===== config.mk =====
export PLATFORM = sky130hd
export DESIGN_NAME = slewed_volume_gain_unit_flat
export DESIGN_NICKNAME = d
export VERILOG_FILES = /design/src/svg_pkg.sv /design/src/svg_req_if.sv /design/src/svg_rsp_if.sv /design/src/svg_front.sv /design/src/svg_queue.sv /design/src/svg_back.sv /design/src/slewed_volume_gain_unit.sv /design/src/flat_wrapper.sv
export SDC_FILE = /design/constraint.sdc
export NUM_CORES = 2
export LEC_CHECK = 0
export BUFFER_PORTS_ARGS = -buffer_cell sky130_fd_sc_hd__buf_2
export CORE_MARGIN = 3
export CORE_UTILIZATION = 60
export DETAILED_ROUTE_END_ITERATION = 7
export GPL_ROUTABILITY_DRIVEN = 0
export PLACE_DENSITY = 0.8
export SYNTH_ARGS = -nofsm -noshare
export SYNTH_HDL_FRONTEND = slang
export SYNTH_HIERARCHICAL = 1
export SYNTH_SLANG_ARGS = --single-unit

===== constraint.sdc =====
create_clock -name clock -period 9.24 [get_ports clock]
set_clock_uncertainty 0.05 [all_clocks]
set_input_delay 0 -clock clock [delete_from_list [all_inputs] [get_ports clock]]
set_output_delay 0 -clock clock [all_outputs]
set_load 0.01 [all_outputs]

===== src/svg_pkg.sv =====
`default_nettype none

package svg_pkg;

   // Gain fixed point format
   localparam int unsigned GAIN_FRAC_BITS = 27;
   localparam int unsigned GAIN_WIDTH     = 32;
   localparam int unsigned SAMPLE_WIDTH   = 32;
   localparam int unsigned SLEW_WIDTH     = 5;
   localparam int unsigned PRODUCT_WIDTH  = SAMPLE_WIDTH + GAIN_WIDTH;

   localparam logic signed [GAIN_WIDTH-1:0] GAIN_RESET_VALUE = 32'sd134217728;
   localparam logic [SLEW_WIDTH-1:0]        SLEW_RESET_VALUE = 5'd7;

   // Control register map
   localparam int unsigned CSR_INDEX_WIDTH = 2;
   localparam int unsigned CSR_DATA_WIDTH  = 32;

   typedef enum logic [CSR_INDEX_WIDTH-1:0] {
      CSR_REQUESTED_GAIN = 2'd0,
      CSR_MUTE           = 2'd1,
      CSR_GLIDE_SHIFT    = 2'd2
   } csr_index_type;

   // Register values seen by the slew stage
   typedef struct packed {
      logic signed [GAIN_WIDTH-1:0] requested_gain;
      logic                         mute;
      logic [SLEW_WIDTH-1:0]        glide_shift;
   } gain_cfg_type;

   // One queued transaction: sample plus the gain that applies to it
   typedef struct packed {
      logic signed [SAMPLE_WIDTH-1:0] sample;
      logic signed [GAIN_WIDTH-1:0]   gain;
   } work_type;

   // Queue between front and back
   localparam int unsigned QUEUE_DEPTH     = 2;
   localparam int unsigned QUEUE_PTR_WIDTH = $clog2(QUEUE_DEPTH);
   localparam int unsigned QUEUE_CNT_WIDTH = $clog2(QUEUE_DEPTH + 1);

   // Push side handshake and pop side status
   typedef struct packed {
      logic push;
      logic full;
   } queue_push_type;

   typedef struct packed {
      logic pop;
      logic empty;
   } queue_pop_type;

endpackage

`default_nettype wire


===== src/svg_req_if.sv =====
`default_nettype none

interface svg_req_if;
   logic                                        valid;
   logic                                        ready;
   logic signed [svg_pkg::SAMPLE_WIDTH-1:0]     sample_in;

   modport source (output valid, output sample_in, input ready);
   modport sink   (input valid, input sample_in, output ready);
endinterface

`default_nettype wire


===== src/svg_rsp_if.sv =====
`default_nettype none

interface svg_rsp_if;
   logic                                        valid;
   logic                                        ready;
   logic signed [svg_pkg::SAMPLE_WIDTH-1:0]     sample_out;

   modport source (output valid, output sample_out, input ready);
   modport sink   (input valid, input sample_out, output ready);
endinterface

`default_nettype wire


===== src/svg_front.sv =====
`default_nettype none

// Accepts samples and advances the gain one slew step per transaction.
module svg_front (
   input  wire logic                   clock,
   input  wire logic                   reset,
   input  wire svg_pkg::gain_cfg_type  cfg,
   input  wire logic                   req_valid,
   output logic                        req_ready,
   input  wire logic signed [svg_pkg::SAMPLE_WIDTH-1:0] req_sample,
   input  wire logic                   queue_full,
   output logic                        queue_push,
   output svg_pkg::work_type           queue_data
);

   logic signed [svg_pkg::GAIN_WIDTH-1:0] gain_ff;
   logic signed [svg_pkg::GAIN_WIDTH-1:0] gain_in;
   logic signed [svg_pkg::GAIN_WIDTH:0]   target;
   logic signed [svg_pkg::GAIN_WIDTH:0]   diff;
   logic signed [svg_pkg::GAIN_WIDTH:0]   step;
   logic                                  accept;

   assign req_ready  = ~queue_full;
   assign accept     = req_valid & ~queue_full;
   assign queue_push = accept;

   // 33-bit difference never wraps; new gain lies between old and target
   always_comb begin
      target = cfg.mute ? '0 : {cfg.requested_gain[svg_pkg::GAIN_WIDTH-1], cfg.requested_gain};
      diff   = target - {gain_ff[svg_pkg::GAIN_WIDTH-1], gain_ff};
      step   = diff >>> cfg.glide_shift;
      gain_in = gain_ff + step[svg_pkg::GAIN_WIDTH-1:0];
   end

   assign queue_data.sample = req_sample;
   assign queue_data.gain   = gain_in;

   always_ff @(posedge clock) begin
      if (reset) begin
         gain_ff <= svg_pkg::GAIN_RESET_VALUE;
      end else if (accept) begin
         gain_ff <= gain_in;
      end
   end

endmodule

`default_nettype wire


===== src/svg_queue.sv =====
`default_nettype none

// Small FIFO decoupling the slew stage from the multiply pipeline.
module svg_queue (
   input  wire logic                    clock,
   input  wire logic                    reset,
   input  wire logic                    push,
   input  wire svg_pkg::work_type       push_data,
   output svg_pkg::queue_push_type      push_stat,
   input  wire logic                    pop,
   output svg_pkg::queue_pop_type       pop_stat,
   output svg_pkg::work_type            pop_data
);

   svg_pkg::work_type                      entry_ff [svg_pkg::QUEUE_DEPTH];
   logic [svg_pkg::QUEUE_PTR_WIDTH-1:0]    wr_ptr_ff, wr_ptr_in;
   logic [svg_pkg::QUEUE_PTR_WIDTH-1:0]    rd_ptr_ff, rd_ptr_in;
   logic [svg_pkg::QUEUE_CNT_WIDTH-1:0]    count_ff, count_in;
   logic                                   full;
   logic                                   empty;
   logic                                   do_push;
   logic                                   do_pop;

   assign full    = (count_ff == svg_pkg::QUEUE_CNT_WIDTH'(svg_pkg::QUEUE_DEPTH));
   assign empty   = (count_ff == '0);
   assign do_push = push & ~full;
   assign do_pop  = pop & ~empty;

   assign push_stat.push = do_push;
   assign push_stat.full = full;
   assign pop_stat.pop   = do_pop;
   assign pop_stat.empty = empty;
   assign pop_data       = entry_ff[rd_ptr_ff];

   always_comb begin
      wr_ptr_in = wr_ptr_ff;
      rd_ptr_in = rd_ptr_ff;
      count_in  = count_ff;
      if (do_push) begin
         wr_ptr_in = (wr_ptr_ff == svg_pkg::QUEUE_PTR_WIDTH'(svg_pkg::QUEUE_DEPTH - 1))
                     ? '0 : wr_ptr_ff + 1'b1;
      end
      if (do_pop) begin
         rd_ptr_in = (rd_ptr_ff == svg_pkg::QUEUE_PTR_WIDTH'(svg_pkg::QUEUE_DEPTH - 1))
                     ? '0 : rd_ptr_ff + 1'b1;
      end
      if (do_push & ~do_pop) begin
         count_in = count_ff + 1'b1;
      end else if (do_pop & ~do_push) begin
         count_in = count_ff - 1'b1;
      end
   end

   always_ff @(posedge clock) begin
      if (reset) begin
         wr_ptr_ff <= '0;
         rd_ptr_ff <= '0;
         count_ff  <= '0;
      end else begin
         wr_ptr_ff <= wr_ptr_in;
         rd_ptr_ff <= rd_ptr_in;
         count_ff  <= count_in;
      end
   end

   always_ff @(posedge clock) begin
      if (do_push) begin
         entry_ff[wr_ptr_ff] <= push_data;
      end
   end

endmodule

`default_nettype wire


===== src/svg_back.sv =====
`default_nettype none

// Multiply, round, shift and saturate; two register stages.
module svg_back (
   input  wire logic                    clock,
   input  wire logic                    reset,
   input  wire svg_pkg::queue_pop_type  queue_stat,
   input  wire svg_pkg::work_type       queue_data,
   output logic                         queue_pop,
   output logic                         rsp_valid,
   input  wire logic                    rsp_ready,
   output logic signed [svg_pkg::SAMPLE_WIDTH-1:0] rsp_sample
);

   localparam int unsigned PW = svg_pkg::PRODUCT_WIDTH;
   localparam int unsigned SW = svg_pkg::SAMPLE_WIDTH;
   localparam logic signed [PW-1:0] ROUND_HALF = PW'(64'd1 << (svg_pkg::GAIN_FRAC_BITS - 1));
   localparam logic signed [SW-1:0] SAT_MAX = {1'b0, {(SW-1){1'b1}}};
   localparam logic signed [SW-1:0] SAT_MIN = {1'b1, {(SW-1){1'b0}}};

   logic signed [PW-1:0] product_ff, product_in;
   logic                 prod_valid_ff;
   logic signed [SW-1:0] out_ff, out_in;
   logic                 out_valid_ff;
   logic                 out_load;
   logic                 prod_load;
   logic signed [PW-1:0] rounded;
   logic signed [PW-1:0] shifted;
   logic [PW-SW:0]       high_bits;

   assign out_load  = prod_valid_ff & (~out_valid_ff | rsp_ready);
   assign prod_load = ~prod_valid_ff | out_load;
   assign queue_pop = prod_load & ~queue_stat.empty;

   assign product_in = $signed(queue_data.sample) * $signed(queue_data.gain);

   // |product| <= 2^62, so the rounding add stays inside 64 bits
   always_comb begin
      rounded   = product_ff + ROUND_HALF;
      shifted   = rounded >>> svg_pkg::GAIN_FRAC_BITS;
      high_bits = shifted[PW-1:SW-1];
      if (high_bits == '0 || high_bits == '1) begin
         out_in = shifted[SW-1:0];
      end else if (shifted[PW-1]) begin
         out_in = SAT_MIN;
      end else begin
         out_in = SAT_MAX;
      end
   end

   always_ff @(posedge clock) begin
      if (reset) begin
         prod_valid_ff <= 1'b0;
         out_valid_ff  <= 1'b0;
      end else begin
         if (prod_load) begin
            prod_valid_ff <= queue_stat.pop;
         end
         if (out_load) begin
            out_valid_ff <= 1'b1;
         end else if (rsp_ready) begin
            out_valid_ff <= 1'b0;
         end
      end
   end

   always_ff @(posedge clock) begin
      if (queue_stat.pop) begin
         product_ff <= product_in;
      end
      if (out_load) begin
         out_ff <= out_in;
      end
   end

   assign rsp_valid  = out_valid_ff;
   assign rsp_sample = out_ff;

endmodule

`default_nettype wire


===== src/slewed_volume_gain_unit.sv =====
`default_nettype none

// Channel   Dir  Handshake      Payload
// req       in   valid/ready    sample_in   (signed 32)
// rsp       out  valid/ready    sample_out  (signed 32)
// csr       in   csr_write_en   csr_index (2), csr_write_data (32)
//
// One transaction per cycle sustained while rsp is ready; an accepted req
// moves from slew into queue, multiply register, then output register.
// Throughput is set by the gain recurrence in the front stage.
// Reset (synchronous) restores gain 1.0 (Q4.27), unmuted, slew shift 7.
// A stalled rsp fills the output register, product stage and 2-deep queue
// before req_ready drops.
module slewed_volume_gain_unit (
   input  wire logic                                   clock,
   input  wire logic                                   reset,
   svg_req_if.sink                                     req,
   svg_rsp_if.source                                   rsp,
   input  wire logic                                   csr_write_en,
   input  wire logic [svg_pkg::CSR_INDEX_WIDTH-1:0]    csr_index,
   input  wire logic [svg_pkg::CSR_DATA_WIDTH-1:0]     csr_write_data
);

   // Control registers
   svg_pkg::gain_cfg_type cfg_ff;
   svg_pkg::gain_cfg_type cfg_in;

   always_comb begin
      cfg_in = cfg_ff;
      if (csr_write_en) begin
         case (svg_pkg::csr_index_type'(csr_index))
            svg_pkg::CSR_REQUESTED_GAIN: begin
               cfg_in.requested_gain = csr_write_data[svg_pkg::GAIN_WIDTH-1:0];
            end
            svg_pkg::CSR_MUTE: begin
               cfg_in.mute = csr_write_data[0];
            end
            svg_pkg::CSR_GLIDE_SHIFT: begin
               cfg_in.glide_shift = csr_write_data[svg_pkg::SLEW_WIDTH-1:0];
            end
            default: begin
               // unmapped index: write dropped
               cfg_in = cfg_ff;
            end
         endcase
      end
   end

   always_ff @(posedge clock) begin
      if (reset) begin
         cfg_ff.requested_gain <= svg_pkg::GAIN_RESET_VALUE;
         cfg_ff.mute           <= 1'b0;
         cfg_ff.glide_shift    <= svg_pkg::SLEW_RESET_VALUE;
      end else begin
         cfg_ff <= cfg_in;
      end
   end

   // Front: accept transaction, slew gain, hand on to queue
   svg_pkg::queue_push_type push_stat;
   svg_pkg::queue_pop_type  pop_stat;
   svg_pkg::work_type       push_data;
   svg_pkg::work_type       pop_data;
   logic                    push;
   logic                    pop;

   svg_front u_front (
      .clock      (clock),
      .reset      (reset),
      .cfg        (cfg_ff),
      .req_valid  (req.valid),
      .req_ready  (req.ready),
      .req_sample (req.sample_in),
      .queue_full (push_stat.full),
      .queue_push (push),
      .queue_data (push_data)
   );

   // Short queue so front and back stall independently
   svg_queue u_queue (
      .clock     (clock),
      .reset     (reset),
      .push      (push),
      .push_data (push_data),
      .push_stat (push_stat),
      .pop       (pop),
      .pop_stat  (pop_stat),
      .pop_data  (pop_data)
   );

   // Back: multiply, round, saturate, output register
   svg_back u_back (
      .clock      (clock),
      .reset      (reset),
      .queue_stat (pop_stat),
      .queue_data (pop_data),
      .queue_pop  (pop),
      .rsp_valid  (rsp.valid),
      .rsp_ready  (rsp.ready),
      .rsp_sample (rsp.sample_out)
   );

endmodule

`default_nettype wire


===== src/flat_wrapper.sv =====
// flat-port wrapper written by rule: the top's interface ports become plain ports
module slewed_volume_gain_unit_flat 
  (clock, reset, csr_write_en, csr_index, csr_write_data, req_valid, req_sample_in, req_ready, rsp_valid, rsp_sample_out, rsp_ready);
  svg_req_if req_i ();
  svg_rsp_if rsp_i ();
  input  wire logic clock;
  input  wire logic reset;
  input  wire logic csr_write_en;
  input  wire logic [svg_pkg::CSR_INDEX_WIDTH-1:0] csr_index;
  input  wire logic [svg_pkg::CSR_DATA_WIDTH-1:0] csr_write_data;
  input wire logic [$bits(req_i.valid)-1:0] req_valid;
  input wire logic [$bits(req_i.sample_in)-1:0] req_sample_in;
  output wire logic [$bits(req_i.ready)-1:0] req_ready;
  output wire logic [$bits(rsp_i.valid)-1:0] rsp_valid;
  output wire logic [$bits(rsp_i.sample_out)-1:0] rsp_sample_out;
  input wire logic [$bits(rsp_i.ready)-1:0] rsp_ready;
  assign req_i.valid = req_valid;
  assign req_i.sample_in = req_sample_in;
  assign req_ready = req_i.ready;
  assign rsp_valid = rsp_i.valid;
  assign rsp_sample_out = rsp_i.sample_out;
  assign rsp_i.ready = rsp_ready;
  slewed_volume_gain_unit u_core (.clock(clock), .reset(reset), .req(req_i), .rsp(rsp_i), .csr_write_en(csr_write_en), .csr_index(csr_index), .csr_write_data(csr_write_data));
endmodule

Yosys cells after proc, flatten, opt, wreduce, memory -nomap -nowiden
Memories as Yosys holds them, arrays and structs flattened. A register that Yosys moved wholly into a read port is not among the register bits.
Index checks and enable logic that the tools add are counted.
{"block": "word_totals", "out_inout_bits": 34, "regBits": 172, "in_bits": 71, "memories": 1, "ram_bits": 128}
{"name": "u_core.u_queue.entry_ff", "depth": 2, "word_bits": 64, "read_ports": 1, "rd_clocked_by_memory_dff": 1, "wr": 1, "line_no": "svg_queue.sv:15", "rtl": "svg_pkg::work_type entry_ff [svg_pkg::QUEUE_DEPTH];"}
{"block": "classes", "reduce_logical": 9, "bitwise": 15, "n_eq_ne": 4, "shift": 1, "mux": 13, "n_addsub": 7, "mul": 1}
{"op": "adder 64 x 28 -> 64 bit (second input constant)", "n": 1}
{"op": "multiplier 32 x 32 -> 64 bit", "n": 1}
{"op": "two-way mux 32 bit", "n": 2}
{"op": "== test 33 bit (second input constant)", "n": 1}
{"op": "logical NOT 33 bit", "n": 1}
{"op": "two-way mux 33 bit", "n": 1}
{"op": ">>> shifter 33 x 5 -> 32 bit", "n": 1}
{"op": "subtractor 33 bit", "n": 1}
{"op": "adder 32 bit", "n": 1}
{"op": "two-way mux 1 bit", "n": 8}
{"op": "AND 1 bit", "n": 7}
{"op": "inverter 1 bit", "n": 6}
{"op": "AND reduction 2 bit", "n": 3}
{"op": "== test 2 bit (second input constant)", "n": 2}
{"op": "logical NOT 2 bit", "n": 2}
{"op": "two-way mux 2 bit", "n": 2}
{"op": "nonzero test 2 bit", "n": 2}
{"op": "adder 1 bit (second input constant)", "n": 2}
{"op": "adder 2 x 1 -> 2 bit (second input constant)", "n": 1}
{"op": "== test 2 x 1 -> 1 bit (second input constant)", "n": 1}
{"op": "bitwise OR 1 bit", "n": 2}
{"op": "subtractor 2 x 1 -> 2 bit (second input constant)", "n": 1}
{"op": "logical OR 1 bit", "n": 1}

Longest topological paths before layout
{"block": "depth", "depth_word": 9, "depth_mapped": 31, "depth_no_buf": 27}

Cells and area by module
Netlist, hierarchy kept.
{"module": "svg_back", "cells_each": 3994, "seq_area_each_um2": 2142.1, "instances": 1, "area_each_um2": 38837.2}
{"module": "svg_front", "cells_each": 1097, "seq_area_each_um2": 640.6, "instances": 1, "area_each_um2": 7602.3}
{"module": "svg_queue", "cells_each": 229, "seq_area_each_um2": 3943.8, "instances": 1, "area_each_um2": 4865.9}
{"module": "slewed_volume_gain_unit", "cells_each": 164, "seq_area_each_um2": 760.7, "instances": 1, "area_each_um2": 1709.1}

Worst setup path after synthesis
No wires, ideal clock.
{"block": "synth_path", "path_kind": "reg-to-reg", "startpoint": "register (tool-made name)", "endpoint": "register u_core.u_back.product_ff[63], data pin", "required_ns": 8.926, "t_arrival_ns": 8.268, "setup_time_ns": 0.264, "path_stages_with_launch": 31, "n_path_buf": 3, "synth_period_minus_slack_ns": 8.583, "setup_slack_ns": 0.657, "cell_sequence": "dfxtp_1 -> buf_2 -> buf_4 -> mux2_1 -> clkbuf_1 -> nand2_1 -> inv_1 -> fa_1 -> inv_1 -> fa_1 -> fa_1 -> inv_1 -> fa_1 -> inv_1 -> fa_1 -> inv_1 -> fa_1 -> inv_1 -> fa_1 -> inv_1 -> fa_1 -> ha_1 -> a21o_1 -> and2_1 -> o21ai_1 -> nand2b_1 -> a211oi_1 -> nor2_1 -> or2_2 -> a2111oi_2 -> xnor2_1"}
{"item": "end signal, assigned", "line_no": "svg_back.sv:69", "rtl": "product_ff <= product_in;"}
{"item": "end, declared", "line_no": "svg_back.sv:21", "rtl": "logic signed [PW-1:0] product_ff, product_in;"}

==> summary.txt <==
Outcome
  – Outcome: finished clean

Critical path
  – Setup CP Type: flop to flop
  – Required time of the critical path: approximately 9500 ps
  – Nature of the critical path startpoint: flop
  – R2R setup slack: 270 ps
  – Reg2reg end: u_core/u_back/product_ff[53]
  – Worst EP arrival: 9250 ps
  – R2R depth: 23
  – Worst Path Max Fanout: 27
  – Worst Setup End Kind: flop

GRT
  – First-pass GRT wire length: 221000 µm
  – Vias in the first global route: 41535
  – Largest net degree at the start of global routing: 113
  – Initial antenna violation count: 2
  – GRT Util Overall: 0.309
  – GRT overflow: 0

Routing
  – DR iter-0 viols: 3203
  – DR DRC count: 0
  – ANT nets after route: 0
  – Routed vias/inst: 5.78
  – Routed WL: 136000 µm
  – Via count: slightly below 40000
  – Avg WL per Cell: between 20 and 25 µm
  – DR pass1 iterations: 6

Synthesis
  – Synth Net Count: 6882
  – Yosys warns: 6
  – Synth Instances: between 5000 and 6000
  – Mapped Area: 53000 µm²
  – Syn Area/Cell: slightly below 10 µm²

STA
  – Fin crit period: 8970 ps
  – Unrepaired setup endpoints after global routing: false
  – Final setup viols: 0
  – Final Hold Fails: 0
  – Worst-margin pin slew: roughly 1200 ps
  – Rel. slew slack: 0.221
  – Fin. max-slew vios: 0
  – Sum Neg Setup Slack: 0 ps
  – Tcrit/Tclk final: 0.971
  – Final worst slack: 269 ps
  – Fmax: around 0.11 GHz

Clock network
  – CTS H-Tree Depth: 1
  – CTS buffer count: 29
  – Post-CTS setup buffers: 0
  – Root Driver: clkbuf_16
  – CTS clk-pin slew, worst paths: approximately 60 ps
  – Clock buffer depth: 3
  – CTS tree: done
  – Clk Latency, worst-skew pair: ~600 ps
  – CTS sink count: around 280

Final layout
  – Final net count: 6920
  – Layout cells sized above 1: 0.0799
  – Synth-to-layout area growth: 6.61%
  – Filler cells: 6755

Min path
  – Hold_sp: req_sample_in[14]
  – Hold Crit Class: input pin to flop
  – Hold Path Stages: 2
  – Hold Crit Endpoint: u_core/u_queue/entry_ff[0][46]

Place
  – Port Buffers: 104
  – DP HPWL: 110000 µm
  – Dpl ws: 366 ps

Die
  – CORE AREA: 87200 µm²
  – Die footprint: approximately 92000 µm²
  – I/O pins: around 110
  – Initial Utilization: 0.608
  – Rows: 108
  – Die H: 303 µm
  – Chip width: between 300 and 400 µm

Job
  – Max_cap viols: 0
==> sequential cells by signal, indices dropped and copies added, names as in the netlist, named ones only <==
register,count
u_core/cfg_ff,38
u_core/u_queue/wr_ptr_ff,1
u_core/u_queue/count_ff,2
u_core/u_back/rsp_sample,32
u_core/u_back/prod_valid_ff,1
u_core/u_front/gain_ff,32
u_core/u_back/product_ff,38
u_core/u_queue/rd_ptr_ff,1
u_core/u_queue/entry_ff,128
u_core/u_back/rsp_valid,1
==> area by class of cell <==
type / instances / area (µm²) / share of cell area
antenna: 3 / 7.51 / 0.000133
clock buffer: 40 / 817 / 0.0145
clock inverter: 14 / 219 / 0.00387
inverter: 1018 / 3820 / 0.0676
multi-input combinational: 3860 / 40200 / 0.711
sequential: 275 / 7490 / 0.133
tap: 1155 / 1450 / 0.0256
timing repair buffer: 337 / 2540 / 0.0450
==> worst max-delay path: stages (launching register included) <==
cell and delay [ps]:
dfxtp_2 350, buf_12 190, buf_12 180, mux2_1 730
and2_1 350, fa_1 560, inv_1 60, fa_1 520
inv_1 50, fa_1 450, fa_1 580, fa_1 450
fa_1 460, fa_1 510, fa_1 420, ha_1 440
a211oi_1 300, o21ai_1 160, or2_2 310, o21ai_1 540
a21oi_1 310, a221oi_2 380, buf_4 180, o311ai_0 110
==> cell usage in the layout, fill, tap and decap left out, types with 104 or more instances in the layout <==
cell / count
and2_1: 516
ha_1: 245
nor2_1: 154
buf_2: 104
edfxtp_1: 198
nand2_1: 672
fa_1: 1083
buf_4: 155
inv_1: 1014
a21oi_1: 182
==> through the flow <==
stage	util	cells	hold slack (ps)	instance area [µm²]
2_1_floorplan	-	5483	19.1	53000
3_3_place_gp	0.628	6575	141	54800
5_1_grt	0.648	6699	67.9	56500
4_1_cts	0.648	6699	50.2	56500
6_report	0.648	6702	84.1	56500
3_5_place_dp	0.628	6575	143	54800
==> timing repair <==
action	4_1_cts	5_1_grt
hold buffers	70	0
endpoints found under the hold margin	132	0
setup endpoints to repair	0	6
resized for setup	0	3
==> routing by layer <==
metal	track usage	wire (µm)
met3	0.0586	13300
met5	0	13
met2	0.500	63300
met1	0.408	52400
met4	0.136	7210
==> worst max path at each step <==
stage,from,slack (ps),cells after the start,endpoint
finish,flop,270,23,u_core/u_back/product_ff[53]
global route,flop,30,24,u_core/u_back/product_ff[53]
CTS,flop,360,23,u_core/u_back/product_ff[53]
detailed placement,flop,370,23,u_core/u_back/product_ff[53]
global placement,flop,530,29,u_core/u_back/product_ff[58]
floorplan,flop,660,30,u_core/u_back/product_ff[63]
Power is not shown: default switching activity piles up to over one toggle a cycle in this logic, so the estimate is an artifact.
